## src/rtl/core/ptt_pkg.sv

```systemverilog
`timescale 1ns / 1ps
// ----------------------------------------------------------------------------
// ptt_pkg
// Shared types and constants of the pitch track table: controller states,
// track field codes, register indexes and the command and status bundles.
// ----------------------------------------------------------------------------
package ptt_pkg;

  localparam logic [8:0]  ALPHA_ONE  = 9'd256;
  localparam logic [8:0]  ALPHA_RST  = 9'd128;
  localparam logic [15:0] WINDOW_RST = 16'd1280;
  localparam logic [15:0] STALE_RST  = 16'd300;
  localparam logic [15:0] MOD_JUMP   = 16'd24;
  localparam logic [15:0] UNIT_Q15   = 16'd32768;

  typedef enum logic [2:0] {
    ST_IDLE,
    ST_SCAN,
    ST_AGE,
    ST_PICK,
    ST_BLEND,
    ST_WGHT,
    ST_OUT
  } ptt_state_t;

  typedef enum logic [2:0] {
    FLD_PITCH,
    FLD_AMP,
    FLD_CEN,
    FLD_BW,
    FLD_HARM,
    FLD_COH,
    FLD_MOD
  } ptt_field_t;

  typedef enum logic [1:0] {
    REG_ALPHA,
    REG_WINDOW,
    REG_STALE
  } ptt_reg_t;

  typedef struct packed {
    logic load;
    logic scan;
    logic age;
    logic pick;
    logic blend;
    logic wght;
    logic emit;
  } ptt_cmd_t;

  typedef struct packed {
    logic last_slot;
    logic last_field;
    logic out_free;
  } ptt_sts_t;

  function automatic logic [15:0] absdiff16(input logic [15:0] a, input logic [15:0] b);
    absdiff16 = (a > b) ? (a - b) : (b - a);
  endfunction

endpackage

```

## src/rtl/core/ptt_ctrl.sv

```systemverilog
`timescale 1ns / 1ps
// ----------------------------------------------------------------------------
// ptt_ctrl
// Sequencer of the pitch track table: slot scan, age pass, slot choice,
// per-field smoothing, weighting and result hand-off.
// ----------------------------------------------------------------------------
module ptt_ctrl
  import ptt_pkg::*;
(
  input  logic     clk,
  input  logic     rst_n,
  input  logic     in_valid,
  input  logic     in_action,
  output logic     in_stall,
  input  ptt_sts_t sts,
  output ptt_cmd_t cmd
);

  ptt_state_t state_r;
  ptt_state_t state_nxt;

  always_ff @(posedge clk) begin
    if (!rst_n) begin
      state_r <= ST_IDLE;
    end else begin
      state_r <= state_nxt;
    end
  end

  always_comb begin
    state_nxt = state_r;
    cmd       = '0;
    in_stall  = 1'b1;
    unique case (state_r)
      ST_IDLE: begin
        in_stall = 1'b0;
        if (in_valid) begin
          cmd.load  = 1'b1;
          state_nxt = in_action ? ST_AGE : ST_SCAN;
        end
      end
      ST_SCAN: begin
        cmd.scan = 1'b1;
        if (sts.last_slot) begin
          state_nxt = ST_PICK;
        end
      end
      ST_AGE: begin
        cmd.age = 1'b1;
        if (sts.last_slot) begin
          state_nxt = ST_IDLE;
        end
      end
      ST_PICK: begin
        cmd.pick  = 1'b1;
        state_nxt = ST_BLEND;
      end
      ST_BLEND: begin
        cmd.blend = 1'b1;
        if (sts.last_field) begin
          state_nxt = ST_WGHT;
        end
      end
      ST_WGHT: begin
        cmd.wght  = 1'b1;
        state_nxt = ST_OUT;
      end
      ST_OUT: begin
        if (sts.out_free) begin
          cmd.emit  = 1'b1;
          state_nxt = ST_IDLE;
        end
      end
      default: begin
        state_nxt = ST_IDLE;
      end
    endcase
  end

  a_one_cmd: assert property (@(posedge clk) disable iff (!rst_n) $onehot0(cmd))
    else $error("more than one datapath command at once");

  a_pick_after_scan: assert property (@(posedge clk) disable iff (!rst_n)
    state_r == ST_PICK |-> $past(state_r) == ST_SCAN)
    else $error("slot choice without a completed scan");

  a_out_to_idle: assert property (@(posedge clk) disable iff (!rst_n)
    state_r == ST_OUT && sts.out_free |=> state_r == ST_IDLE)
    else $error("result hand-off did not return to idle");

endmodule

```

## src/rtl/core/ptt_dp.sv

```systemverilog
`timescale 1ns / 1ps
// ----------------------------------------------------------------------------
// ptt_dp
// Datapath of the pitch track table: track store, nearest and stalest
// search, shared smoothing multiplier, harmonicity weighting and the
// result register.
// ----------------------------------------------------------------------------
module ptt_dp
  import ptt_pkg::*;
#(
  parameter int TRACK_SLOTS = 8
) (
  input  logic        clk,
  input  logic        rst_n,
  input  ptt_cmd_t    cmd,
  output ptt_sts_t    sts,
  input  logic [8:0]  alpha,
  input  logic [15:0] window,
  input  logic [15:0] stale_limit,
  input  logic [31:0] in_timestamp_ms,
  input  logic [15:0] in_pitch,
  input  logic [15:0] in_amplitude,
  input  logic [15:0] in_centroid,
  input  logic [15:0] in_bandwidth,
  input  logic [15:0] in_harmonicity,
  input  logic [15:0] in_coherence,
  input  logic [7:0]  in_modulation,
  output logic        out_valid,
  input  logic        out_stall,
  output logic [2:0]  out_slot,
  output logic [7:0]  out_track_id,
  output logic        out_is_new,
  output logic [15:0] out_smoothed_pitch,
  output logic [15:0] out_smoothed_amplitude,
  output logic [15:0] out_smoothed_centroid,
  output logic [15:0] out_smoothed_bandwidth,
  output logic [15:0] out_weighted_harmonicity,
  output logic [15:0] out_smoothed_coherence,
  output logic [7:0]  out_smoothed_modulation
);

  localparam int SLOT_W = $clog2(TRACK_SLOTS);
  localparam int CW     = (SLOT_W > 3) ? SLOT_W : 3;
  localparam logic [CW-1:0] CNT_LAST = CW'(TRACK_SLOTS - 1);
  localparam logic [CW-1:0] FLD_END  = CW'(FLD_MOD);

  // candidate
  logic [31:0] ts_r;
  logic [15:0] pitch_r, amp_r, cen_r, bw_r, harm_r, coh_r;
  logic [7:0]  mod_r;

  // track store
  logic        act_r   [TRACK_SLOTS];
  logic [7:0]  id_r    [TRACK_SLOTS];
  logic [15:0] tpitch_r[TRACK_SLOTS];
  logic [15:0] tamp_r  [TRACK_SLOTS];
  logic [15:0] tcen_r  [TRACK_SLOTS];
  logic [15:0] tbw_r   [TRACK_SLOTS];
  logic [15:0] tharm_r [TRACK_SLOTS];
  logic [15:0] tcoh_r  [TRACK_SLOTS];
  logic [7:0]  tmod_r  [TRACK_SLOTS];
  logic [31:0] tseen_r [TRACK_SLOTS];
  logic [7:0]  next_id_r;

  // search state
  logic [CW-1:0]     cnt_r;
  logic [SLOT_W-1:0] best_idx_r, free_idx_r, stale_idx_r, slot_r;
  logic [15:0]       best_d_r;
  logic              best_vld_r, free_vld_r, new_r;
  logic [31:0]       stale_ts_r;
  logic [32:0]       wh_prod_r;

  // result register
  logic        out_valid_r;
  logic [2:0]  out_slot_r;
  logic [7:0]  out_id_r;
  logic        out_new_r;
  logic [15:0] out_pitch_r, out_amp_r, out_cen_r, out_bw_r, out_wh_r, out_coh_r;
  logic [7:0]  out_mod_r;

  logic [SLOT_W-1:0] idx;
  logic              rd_act;
  logic [15:0]       rd_pitch, rd_amp, rd_cen, rd_bw, rd_harm, rd_coh;
  logic [7:0]        rd_mod, rd_id;
  logic [31:0]       rd_seen;
  logic [15:0]       pitch_d;
  logic              retire;
  logic              match;
  logic [SLOT_W-1:0] pick_slot;
  logic [8:0]        a_sat;
  ptt_field_t        field;
  logic [15:0]       old_v, x_v, new_v, blended;
  logic signed [16:0] diff;
  logic signed [26:0] prod;
  logic signed [27:0] acc;
  logic              jump;
  logic [16:0]       coh_plus;
  logic [33:0]       wh_sum;
  logic [17:0]       wh_q;
  logic [CW-1:0]     slot_ext;

  assign idx      = (cmd.scan || cmd.age) ? cnt_r[SLOT_W-1:0] : slot_r;
  assign rd_act   = act_r[idx];
  assign rd_id    = id_r[idx];
  assign rd_pitch = tpitch_r[idx];
  assign rd_amp   = tamp_r[idx];
  assign rd_cen   = tcen_r[idx];
  assign rd_bw    = tbw_r[idx];
  assign rd_harm  = tharm_r[idx];
  assign rd_coh   = tcoh_r[idx];
  assign rd_mod   = tmod_r[idx];
  assign rd_seen  = tseen_r[idx];

  assign pitch_d = absdiff16(rd_pitch, pitch_r);
  assign retire  = rd_act && (ts_r > rd_seen) && ((ts_r - rd_seen) > {16'd0, stale_limit});

  assign match     = best_vld_r && (best_d_r < window);
  assign pick_slot = match ? best_idx_r : (free_vld_r ? free_idx_r : stale_idx_r);

  assign a_sat = (alpha > ALPHA_ONE) ? ALPHA_ONE : alpha;
  assign field = ptt_field_t'(cnt_r[2:0]);

  always_comb begin
    case (field)
      FLD_PITCH: begin old_v = rd_pitch;       x_v = pitch_r;       end
      FLD_AMP:   begin old_v = rd_amp;         x_v = amp_r;         end
      FLD_CEN:   begin old_v = rd_cen;         x_v = cen_r;         end
      FLD_BW:    begin old_v = rd_bw;          x_v = bw_r;          end
      FLD_HARM:  begin old_v = rd_harm;        x_v = harm_r;        end
      FLD_COH:   begin old_v = rd_coh;         x_v = coh_r;         end
      FLD_MOD:   begin old_v = {8'd0, rd_mod}; x_v = {8'd0, mod_r}; end
      default:   begin old_v = '0;             x_v = '0;            end
    endcase
  end

  // old*256 + a*(x - old) + 128
  assign diff    = $signed({1'b0, x_v}) - $signed({1'b0, old_v});
  assign prod    = $signed({1'b0, a_sat}) * diff;
  assign acc     = $signed({4'd0, old_v, 8'h80}) + $signed({prod[26], prod});
  assign blended = acc[23:8];
  assign jump    = (field == FLD_MOD) && (absdiff16(old_v, x_v) > MOD_JUMP);
  assign new_v   = (new_r || jump) ? x_v : blended;

  assign coh_plus = 17'(UNIT_Q15) + 17'(rd_coh);
  assign wh_sum   = {1'b0, wh_prod_r} + 34'(UNIT_Q15);
  assign wh_q     = wh_sum[33:16];
  assign slot_ext = CW'(slot_r);

  assign sts.last_slot  = (cnt_r == CNT_LAST);
  assign sts.last_field = (cnt_r == FLD_END);
  assign sts.out_free   = !out_valid_r || !out_stall;

  // control state
  always_ff @(posedge clk) begin
    if (!rst_n) begin
      cnt_r     <= '0;
      next_id_r <= '0;
      for (int i = 0; i < TRACK_SLOTS; i++) begin
        act_r[i] <= 1'b0;
      end
    end else begin
      if (cmd.load || cmd.pick) begin
        cnt_r <= '0;
      end else if (cmd.scan || cmd.age || cmd.blend) begin
        cnt_r <= cnt_r + 1'b1;
      end
      if (cmd.age && retire) begin
        act_r[idx] <= 1'b0;
      end
      if (cmd.pick && !match) begin
        act_r[pick_slot] <= 1'b1;
        next_id_r        <= next_id_r + 8'd1;
      end
    end
  end

  // candidate capture, search and table payload
  always_ff @(posedge clk) begin
    if (cmd.load) begin
      ts_r       <= in_timestamp_ms;
      pitch_r    <= in_pitch;
      amp_r      <= in_amplitude;
      cen_r      <= in_centroid;
      bw_r       <= in_bandwidth;
      harm_r     <= in_harmonicity;
      coh_r      <= in_coherence;
      mod_r      <= in_modulation;
      best_vld_r <= 1'b0;
      free_vld_r <= 1'b0;
    end
    if (cmd.scan) begin
      if (rd_act && (!best_vld_r || pitch_d < best_d_r)) begin
        best_vld_r <= 1'b1;
        best_d_r   <= pitch_d;
        best_idx_r <= idx;
      end
      if (!rd_act && !free_vld_r) begin
        free_vld_r <= 1'b1;
        free_idx_r <= idx;
      end
      if (cnt_r == '0 || rd_seen < stale_ts_r) begin
        stale_ts_r  <= rd_seen;
        stale_idx_r <= idx;
      end
    end
    if (cmd.pick) begin
      slot_r             <= pick_slot;
      new_r              <= !match;
      tseen_r[pick_slot] <= ts_r;
      if (!match) begin
        id_r[pick_slot] <= next_id_r;
      end
    end
    if (cmd.blend) begin
      case (field)
        FLD_PITCH: tpitch_r[slot_r] <= new_v;
        FLD_AMP:   tamp_r[slot_r]   <= new_v;
        FLD_CEN:   tcen_r[slot_r]   <= new_v;
        FLD_BW:    tbw_r[slot_r]    <= new_v;
        FLD_HARM:  tharm_r[slot_r]  <= new_v;
        FLD_COH:   tcoh_r[slot_r]   <= new_v;
        FLD_MOD:   tmod_r[slot_r]   <= new_v[7:0];
        default:   ;
      endcase
    end
    if (cmd.wght) begin
      wh_prod_r <= 33'(rd_harm) * 33'(coh_plus);
    end
  end

  // result register
  always_ff @(posedge clk) begin
    if (!rst_n) begin
      out_valid_r <= 1'b0;
    end else if (cmd.emit) begin
      out_valid_r <= 1'b1;
    end else if (!out_stall) begin
      out_valid_r <= 1'b0;
    end
  end

  always_ff @(posedge clk) begin
    if (cmd.emit) begin
      out_slot_r  <= slot_ext[2:0];
      out_id_r    <= rd_id;
      out_new_r   <= new_r;
      out_pitch_r <= rd_pitch;
      out_amp_r   <= rd_amp;
      out_cen_r   <= rd_cen;
      out_bw_r    <= rd_bw;
      out_wh_r    <= (wh_q > 18'(UNIT_Q15)) ? UNIT_Q15 : wh_q[15:0];
      out_coh_r   <= (rd_coh > UNIT_Q15) ? UNIT_Q15 : rd_coh;
      out_mod_r   <= rd_mod;
    end
  end

  assign out_valid                = out_valid_r;
  assign out_slot                 = out_slot_r;
  assign out_track_id             = out_id_r;
  assign out_is_new               = out_new_r;
  assign out_smoothed_pitch       = out_pitch_r;
  assign out_smoothed_amplitude   = out_amp_r;
  assign out_smoothed_centroid    = out_cen_r;
  assign out_smoothed_bandwidth   = out_bw_r;
  assign out_weighted_harmonicity = out_wh_r;
  assign out_smoothed_coherence   = out_coh_r;
  assign out_smoothed_modulation  = out_mod_r;

  a_slot_active: assert property (@(posedge clk) disable iff (!rst_n)
    cmd.blend |-> act_r[slot_r])
    else $error("smoothing a slot that is not active");

  a_next_id: assert property (@(posedge clk) disable iff (!rst_n)
    cmd.pick && !match |=> next_id_r == $past(next_id_r) + 8'd1)
    else $error("track id not advanced on a new slot");

  a_emit_valid: assert property (@(posedge clk) disable iff (!rst_n)
    cmd.emit |=> out_valid_r && out_new_r == $past(new_r))
    else $error("result not presented after hand-off");

endmodule

```

## src/rtl/core/pitch_track_table_unit.sv

```systemverilog
`timescale 1ns / 1ps
// ----------------------------------------------------------------------------
// pitch_track_table_unit
// Table of pitch tracks with nearest-pitch association and EMA smoothing.
//
// Input channel (in_*): an observe item (action 0) is matched to the nearest
// active track within the window, or opens a slot, and gives one result on
// the out_* channel; an age item (action 1) retires idle tracks and gives
// no result. Items transfer when valid is high and stall is low.
// Steps: an observe item goes from transfer to result valid through a slot
// scan of one slot a cycle, slot choice, seven field updates through one
// shared multiplier, weighting and hand-off; an age item goes through an
// age pass over every slot. One item is worked on at a time, so the
// next item transfers once the previous one has finished, and an observe
// item finishes only once the output register is free.
// The result sits in an output register; while out_stall is high it holds,
// and the next finished result waits in the datapath until it is taken.
// Registers (APB, byte address 4*i): smoothing alpha, match window, stale
// limit. Reset empties the table, zeroes the id counter and restores the
// register defaults; no clearing pass is needed.
// ----------------------------------------------------------------------------
module pitch_track_table_unit
  import ptt_pkg::*;
#(
  parameter int TRACK_SLOTS = 8
) (
  input  logic        clk,
  input  logic        rst_n,
  input  logic        in_valid,
  output logic        in_stall,
  input  logic        in_action,
  input  logic [31:0] in_timestamp_ms,
  input  logic [15:0] in_pitch,
  input  logic [15:0] in_amplitude,
  input  logic [15:0] in_centroid,
  input  logic [15:0] in_bandwidth,
  input  logic [15:0] in_harmonicity,
  input  logic [15:0] in_coherence,
  input  logic [7:0]  in_modulation,
  output logic        out_valid,
  input  logic        out_stall,
  output logic [2:0]  out_slot,
  output logic [7:0]  out_track_id,
  output logic        out_is_new,
  output logic [15:0] out_smoothed_pitch,
  output logic [15:0] out_smoothed_amplitude,
  output logic [15:0] out_smoothed_centroid,
  output logic [15:0] out_smoothed_bandwidth,
  output logic [15:0] out_weighted_harmonicity,
  output logic [15:0] out_smoothed_coherence,
  output logic [7:0]  out_smoothed_modulation,
  input  logic        psel,
  input  logic        penable,
  input  logic        pwrite,
  input  logic [3:0]  paddr,
  input  logic [31:0] pwdata,
  output logic [31:0] prdata,
  output logic        pready
);

  ptt_cmd_t    cmd;
  ptt_sts_t    sts;
  logic [8:0]  alpha_r;
  logic [15:0] window_r;
  logic [15:0] stale_r;
  ptt_reg_t    reg_sel;
  logic        wr_en;

  assign pready  = 1'b1;
  assign reg_sel = ptt_reg_t'(paddr[3:2]);
  assign wr_en   = psel && penable && pwrite;

  always_ff @(posedge clk) begin
    if (!rst_n) begin
      alpha_r  <= ALPHA_RST;
      window_r <= WINDOW_RST;
      stale_r  <= STALE_RST;
    end else if (wr_en) begin
      unique case (reg_sel)
        REG_ALPHA:  alpha_r  <= pwdata[8:0];
        REG_WINDOW: window_r <= pwdata[15:0];
        REG_STALE:  stale_r  <= pwdata[15:0];
        default:    ;
      endcase
    end
  end

  always_comb begin
    unique case (reg_sel)
      REG_ALPHA:  prdata = {23'd0, alpha_r};
      REG_WINDOW: prdata = {16'd0, window_r};
      REG_STALE:  prdata = {16'd0, stale_r};
      default:    prdata = '0;
    endcase
  end

  ptt_ctrl u_ctrl (
    .clk       (clk),
    .rst_n     (rst_n),
    .in_valid  (in_valid),
    .in_action (in_action),
    .in_stall  (in_stall),
    .sts       (sts),
    .cmd       (cmd)
  );

  ptt_dp #(
    .TRACK_SLOTS (TRACK_SLOTS)
  ) u_dp (
    .clk                      (clk),
    .rst_n                    (rst_n),
    .cmd                      (cmd),
    .sts                      (sts),
    .alpha                    (alpha_r),
    .window                   (window_r),
    .stale_limit              (stale_r),
    .in_timestamp_ms          (in_timestamp_ms),
    .in_pitch                 (in_pitch),
    .in_amplitude             (in_amplitude),
    .in_centroid              (in_centroid),
    .in_bandwidth             (in_bandwidth),
    .in_harmonicity           (in_harmonicity),
    .in_coherence             (in_coherence),
    .in_modulation            (in_modulation),
    .out_valid                (out_valid),
    .out_stall                (out_stall),
    .out_slot                 (out_slot),
    .out_track_id             (out_track_id),
    .out_is_new               (out_is_new),
    .out_smoothed_pitch       (out_smoothed_pitch),
    .out_smoothed_amplitude   (out_smoothed_amplitude),
    .out_smoothed_centroid    (out_smoothed_centroid),
    .out_smoothed_bandwidth   (out_smoothed_bandwidth),
    .out_weighted_harmonicity (out_weighted_harmonicity),
    .out_smoothed_coherence   (out_smoothed_coherence),
    .out_smoothed_modulation  (out_smoothed_modulation)
  );

endmodule

```

## config.mk

```make
export PLATFORM = sky130hd
export DESIGN_NAME = pitch_track_table_unit
export DESIGN_NICKNAME = d
export VERILOG_FILES = /design/src/rtl/core/ptt_pkg.sv /design/src/rtl/core/ptt_ctrl.sv /design/src/rtl/core/ptt_dp.sv /design/src/rtl/core/pitch_track_table_unit.sv
export SDC_FILE = /design/constraint.sdc
export NUM_CORES = 2
export LEC_CHECK = 0
export BUFFER_PORTS_ARGS = -buffer_cell sky130_fd_sc_hd__buf_2
export CORE_ASPECT_RATIO = 1.25
export CORE_UTILIZATION = 60
export DETAILED_ROUTE_END_ITERATION = 10
export PLACE_DENSITY = 0.78
export SYNTH_ARGS = -nofsm -noshare
export SYNTH_HDL_FRONTEND = slang
export SYNTH_SLANG_ARGS = --single-unit
```

## constraint.sdc

```tcl
create_clock -name clk -period 18.1 [get_ports clk]
set_clock_uncertainty 0.2 [all_clocks]
set_input_delay 2.715 -clock clk [delete_from_list [all_inputs] [get_ports clk]]
set_output_delay 2.715 -clock clk [all_outputs]
set_load 0.02 [all_outputs]
```

==> flow_summary.toml <==
[clocking]
cts_buffer_depth = 3
cts_hold_buf = 0
h-tree-depth = 4
cts_tree = "done"
cts.sinks = 1549
clk_transition_reported_paths_ps = 60
numCtsBuffers = 150
cts_setup_buffers = 0
clk_latency_ps = 810
cts_resized = 0
cts-root-buf = "clkbuf_16"

[place]
dp_slack_ps = 3870
io_buffers = 295
placedInstanceArea_um2 = 85200
dp_hpwl_um = 152000
place.gp.congestion = 0.947

[routing]
dr.pass1.iters = 7
drc_errors = 0
drt_iter0_markers = 7632
vias = 58300
met2WireLength_um = 108000
wl_per_cell_um = 24.6
wirelength_um = 231000
drt-met1-wl_um = 79900
ant_nets = 0
met3_length_um = 27700
dr.max_layer_used = "met5"
via_per_inst = 6.22

[synth]
synth_edf_count = 1483
yosysWarningCount = 0
synth.most_common_cell = "nand2_1"
synthXorXnorAreaFrac_pct = 1.30
synth-seq-cells = 1549
yosys.area.top_type = "edfxtp_1"
ys_async_sr_fraction_pct = 0
synthDistinctLibCells = 81
synthAdderAreaFrac_pct = 13.5
avgSynthCellArea_um2 = 11.2
synth_area_um2 = 81600
synth_compound_area_share_pct = 5.24
ys_seq_area_share_pct = 56.2
yosys-top-cells-count = "1651 x nand2_1, 1483 x edfxtp_1, 794 x nand3_1"
synth_simple_gate_area_share_pct = 17.4
synthCells = 7276
muxShareOfSynthArea_pct = 1.61
synthFlopType = "edfxtp_1"
ys_top_cells_by_area = "edfxtp_1 55%, fa_1 8.4%, nand2_1 7.6%"
yosysTopAreaCellShare_pct = 54.6
synth_top_family_by_area = "simple AND/OR/NAND/NOR gates"

[global_routing]
grt_max_degree = 145
antenna_found_initial = 9
grt_use_total_pct = 33.3
overflow = 0
first_global_vias = 57700
grt_pass1_wl_um = 344000

[setup_path]
end_kind = "flip-flop"
startpoint_type = "flip-flop"
crit_family = "compound AO/OA/AOI/OAI gates"
rrSetupSlack_ps = 3630
cp.required_ps = 18400
cpMaxStageDelayCell = "a2111oi_0"
crit_path_max_incr_delay_ps = 980
worst-setup-path-type = "reg2reg"
critPathArrivalTime_ps = 14770
crit_fanout = 114
path_buf_inv = 6

[floorplan]
ioPinCount = 331
row_count = 150
core_um2 = 134000
die_w_um = 332
die_h_um = 414
die_area_um2 = 137000
initial_core_util_pct = 60.7

[timing]
drv_slew = 0
clock.fmax_mhz = 69.1
hold_viol = 0
tightestPinTransition_ps = 1250
fin_crit_ps = 14470
finalWorstSetupSlack_ps = 3630
rsz0062_at_grt = "no"
fin_crit_sh_pct = 80.0
setup_viol = 0
slew_headroom_pct = 16.7
setup_tns_ps = 0

[final_layout]
syn_to_final_growth_pct = 10.5
drive_above_1_share_pct = 10.0
nNetsFinal = 8357
design_area_um2 = 90200

[outcome]
status = "finished clean"

[flow_run]
maxCapViolations = 0

[hold_path]
hold_class = "reg2reg"
==> cell type report <==
cell class                      instances  area [um^2]
Antenna cell                            5         12.5
Clock buffer                          180         3960
Clock inverter                         94         1030
Fill cell                            9526        44200
Inverter                              617         2340
Multi-Input combinational cell       4754        32200
Sequential cell                      1549        45900
Tap cell                             1748         2190
Timing Repair Buffer                  432         2570
==> logic make-up (layout without fill, tap and decap cells) <==
kind of cell | after synthesis | after routing
AO/OA/AOI/OAI | 637 | 637
buffers and inverters | 991 | 1323
flip-flops | 1549 | 1549
AND/OR/NAND/NOR | 3187 | 3187
adder cells (fa/ha/maj) | 673 | 673
XOR/XNOR | 119 | 119
multiplexers | 118 | 118
other | 2 | 25
==> worst min-delay path, cell delays in order (launching register included) <==
cell	delay [ps]
dfxtp_1	320
nand2_1	50
a21boi_0	60
==> routing by layer <==
metal  GRT usage, %  vias up
li1               -    25500
met1           41.2    28400
met2           53.3     3604
met3           8.40      777
met4           19.4       18
met5         0.0698        -
==> cell usage in the layout, fill, tap and decap left out, types with 132 or more instances in the layout <==
master	instances
a21oi_1	155
buf_2	295
buf_4	132
clkbuf_16	153
edfxtp_1	1483
fa_1	343
ha_1	327
inv_1	609
nand2_1	1651
nand3_1	794
nor2_1	271
==> state kept, by name (all words and copies together) (netlist names), 64 cells and up <==
name	count
u_dp.tseen_r	256
u_dp.tamp_r	128
u_dp.tbw_r	128
u_dp.tcen_r	128
u_dp.tcoh_r	128
u_dp.tharm_r	128
u_dp.tpitch_r	128
u_dp.id_r	64
u_dp.tmod_r	64
==> path summary, 6_finish.rpt <==
path,from,end,cells after the start
setup / recovery,u_ctrl.state_r[0],u_dp.tcen_r[1][14],39
hold / removal,stale_r[12],stale_r[12],2
setup reg to reg,u_ctrl.state_r[0],u_dp.tcen_r[1][14],39
hold reg to reg,stale_r[12],stale_r[12],2
==> through the flow <==
step | utilization, % | instances | hold slack (ps)
6_report | 67.1 | 9379 | 286
5_1_grt | 67.1 | 9374 | 312
4_1_cts | 67.1 | 9374 | 285
3_5_place_dp | 63.4 | 9100 | 278
3_3_place_gp | 63.4 | 9100 | 273
2_1_floorplan | - | 7294 | 224
Power is not shown: default switching activity piles up to over one toggle a cycle in this logic, so the estimate is an artifact.
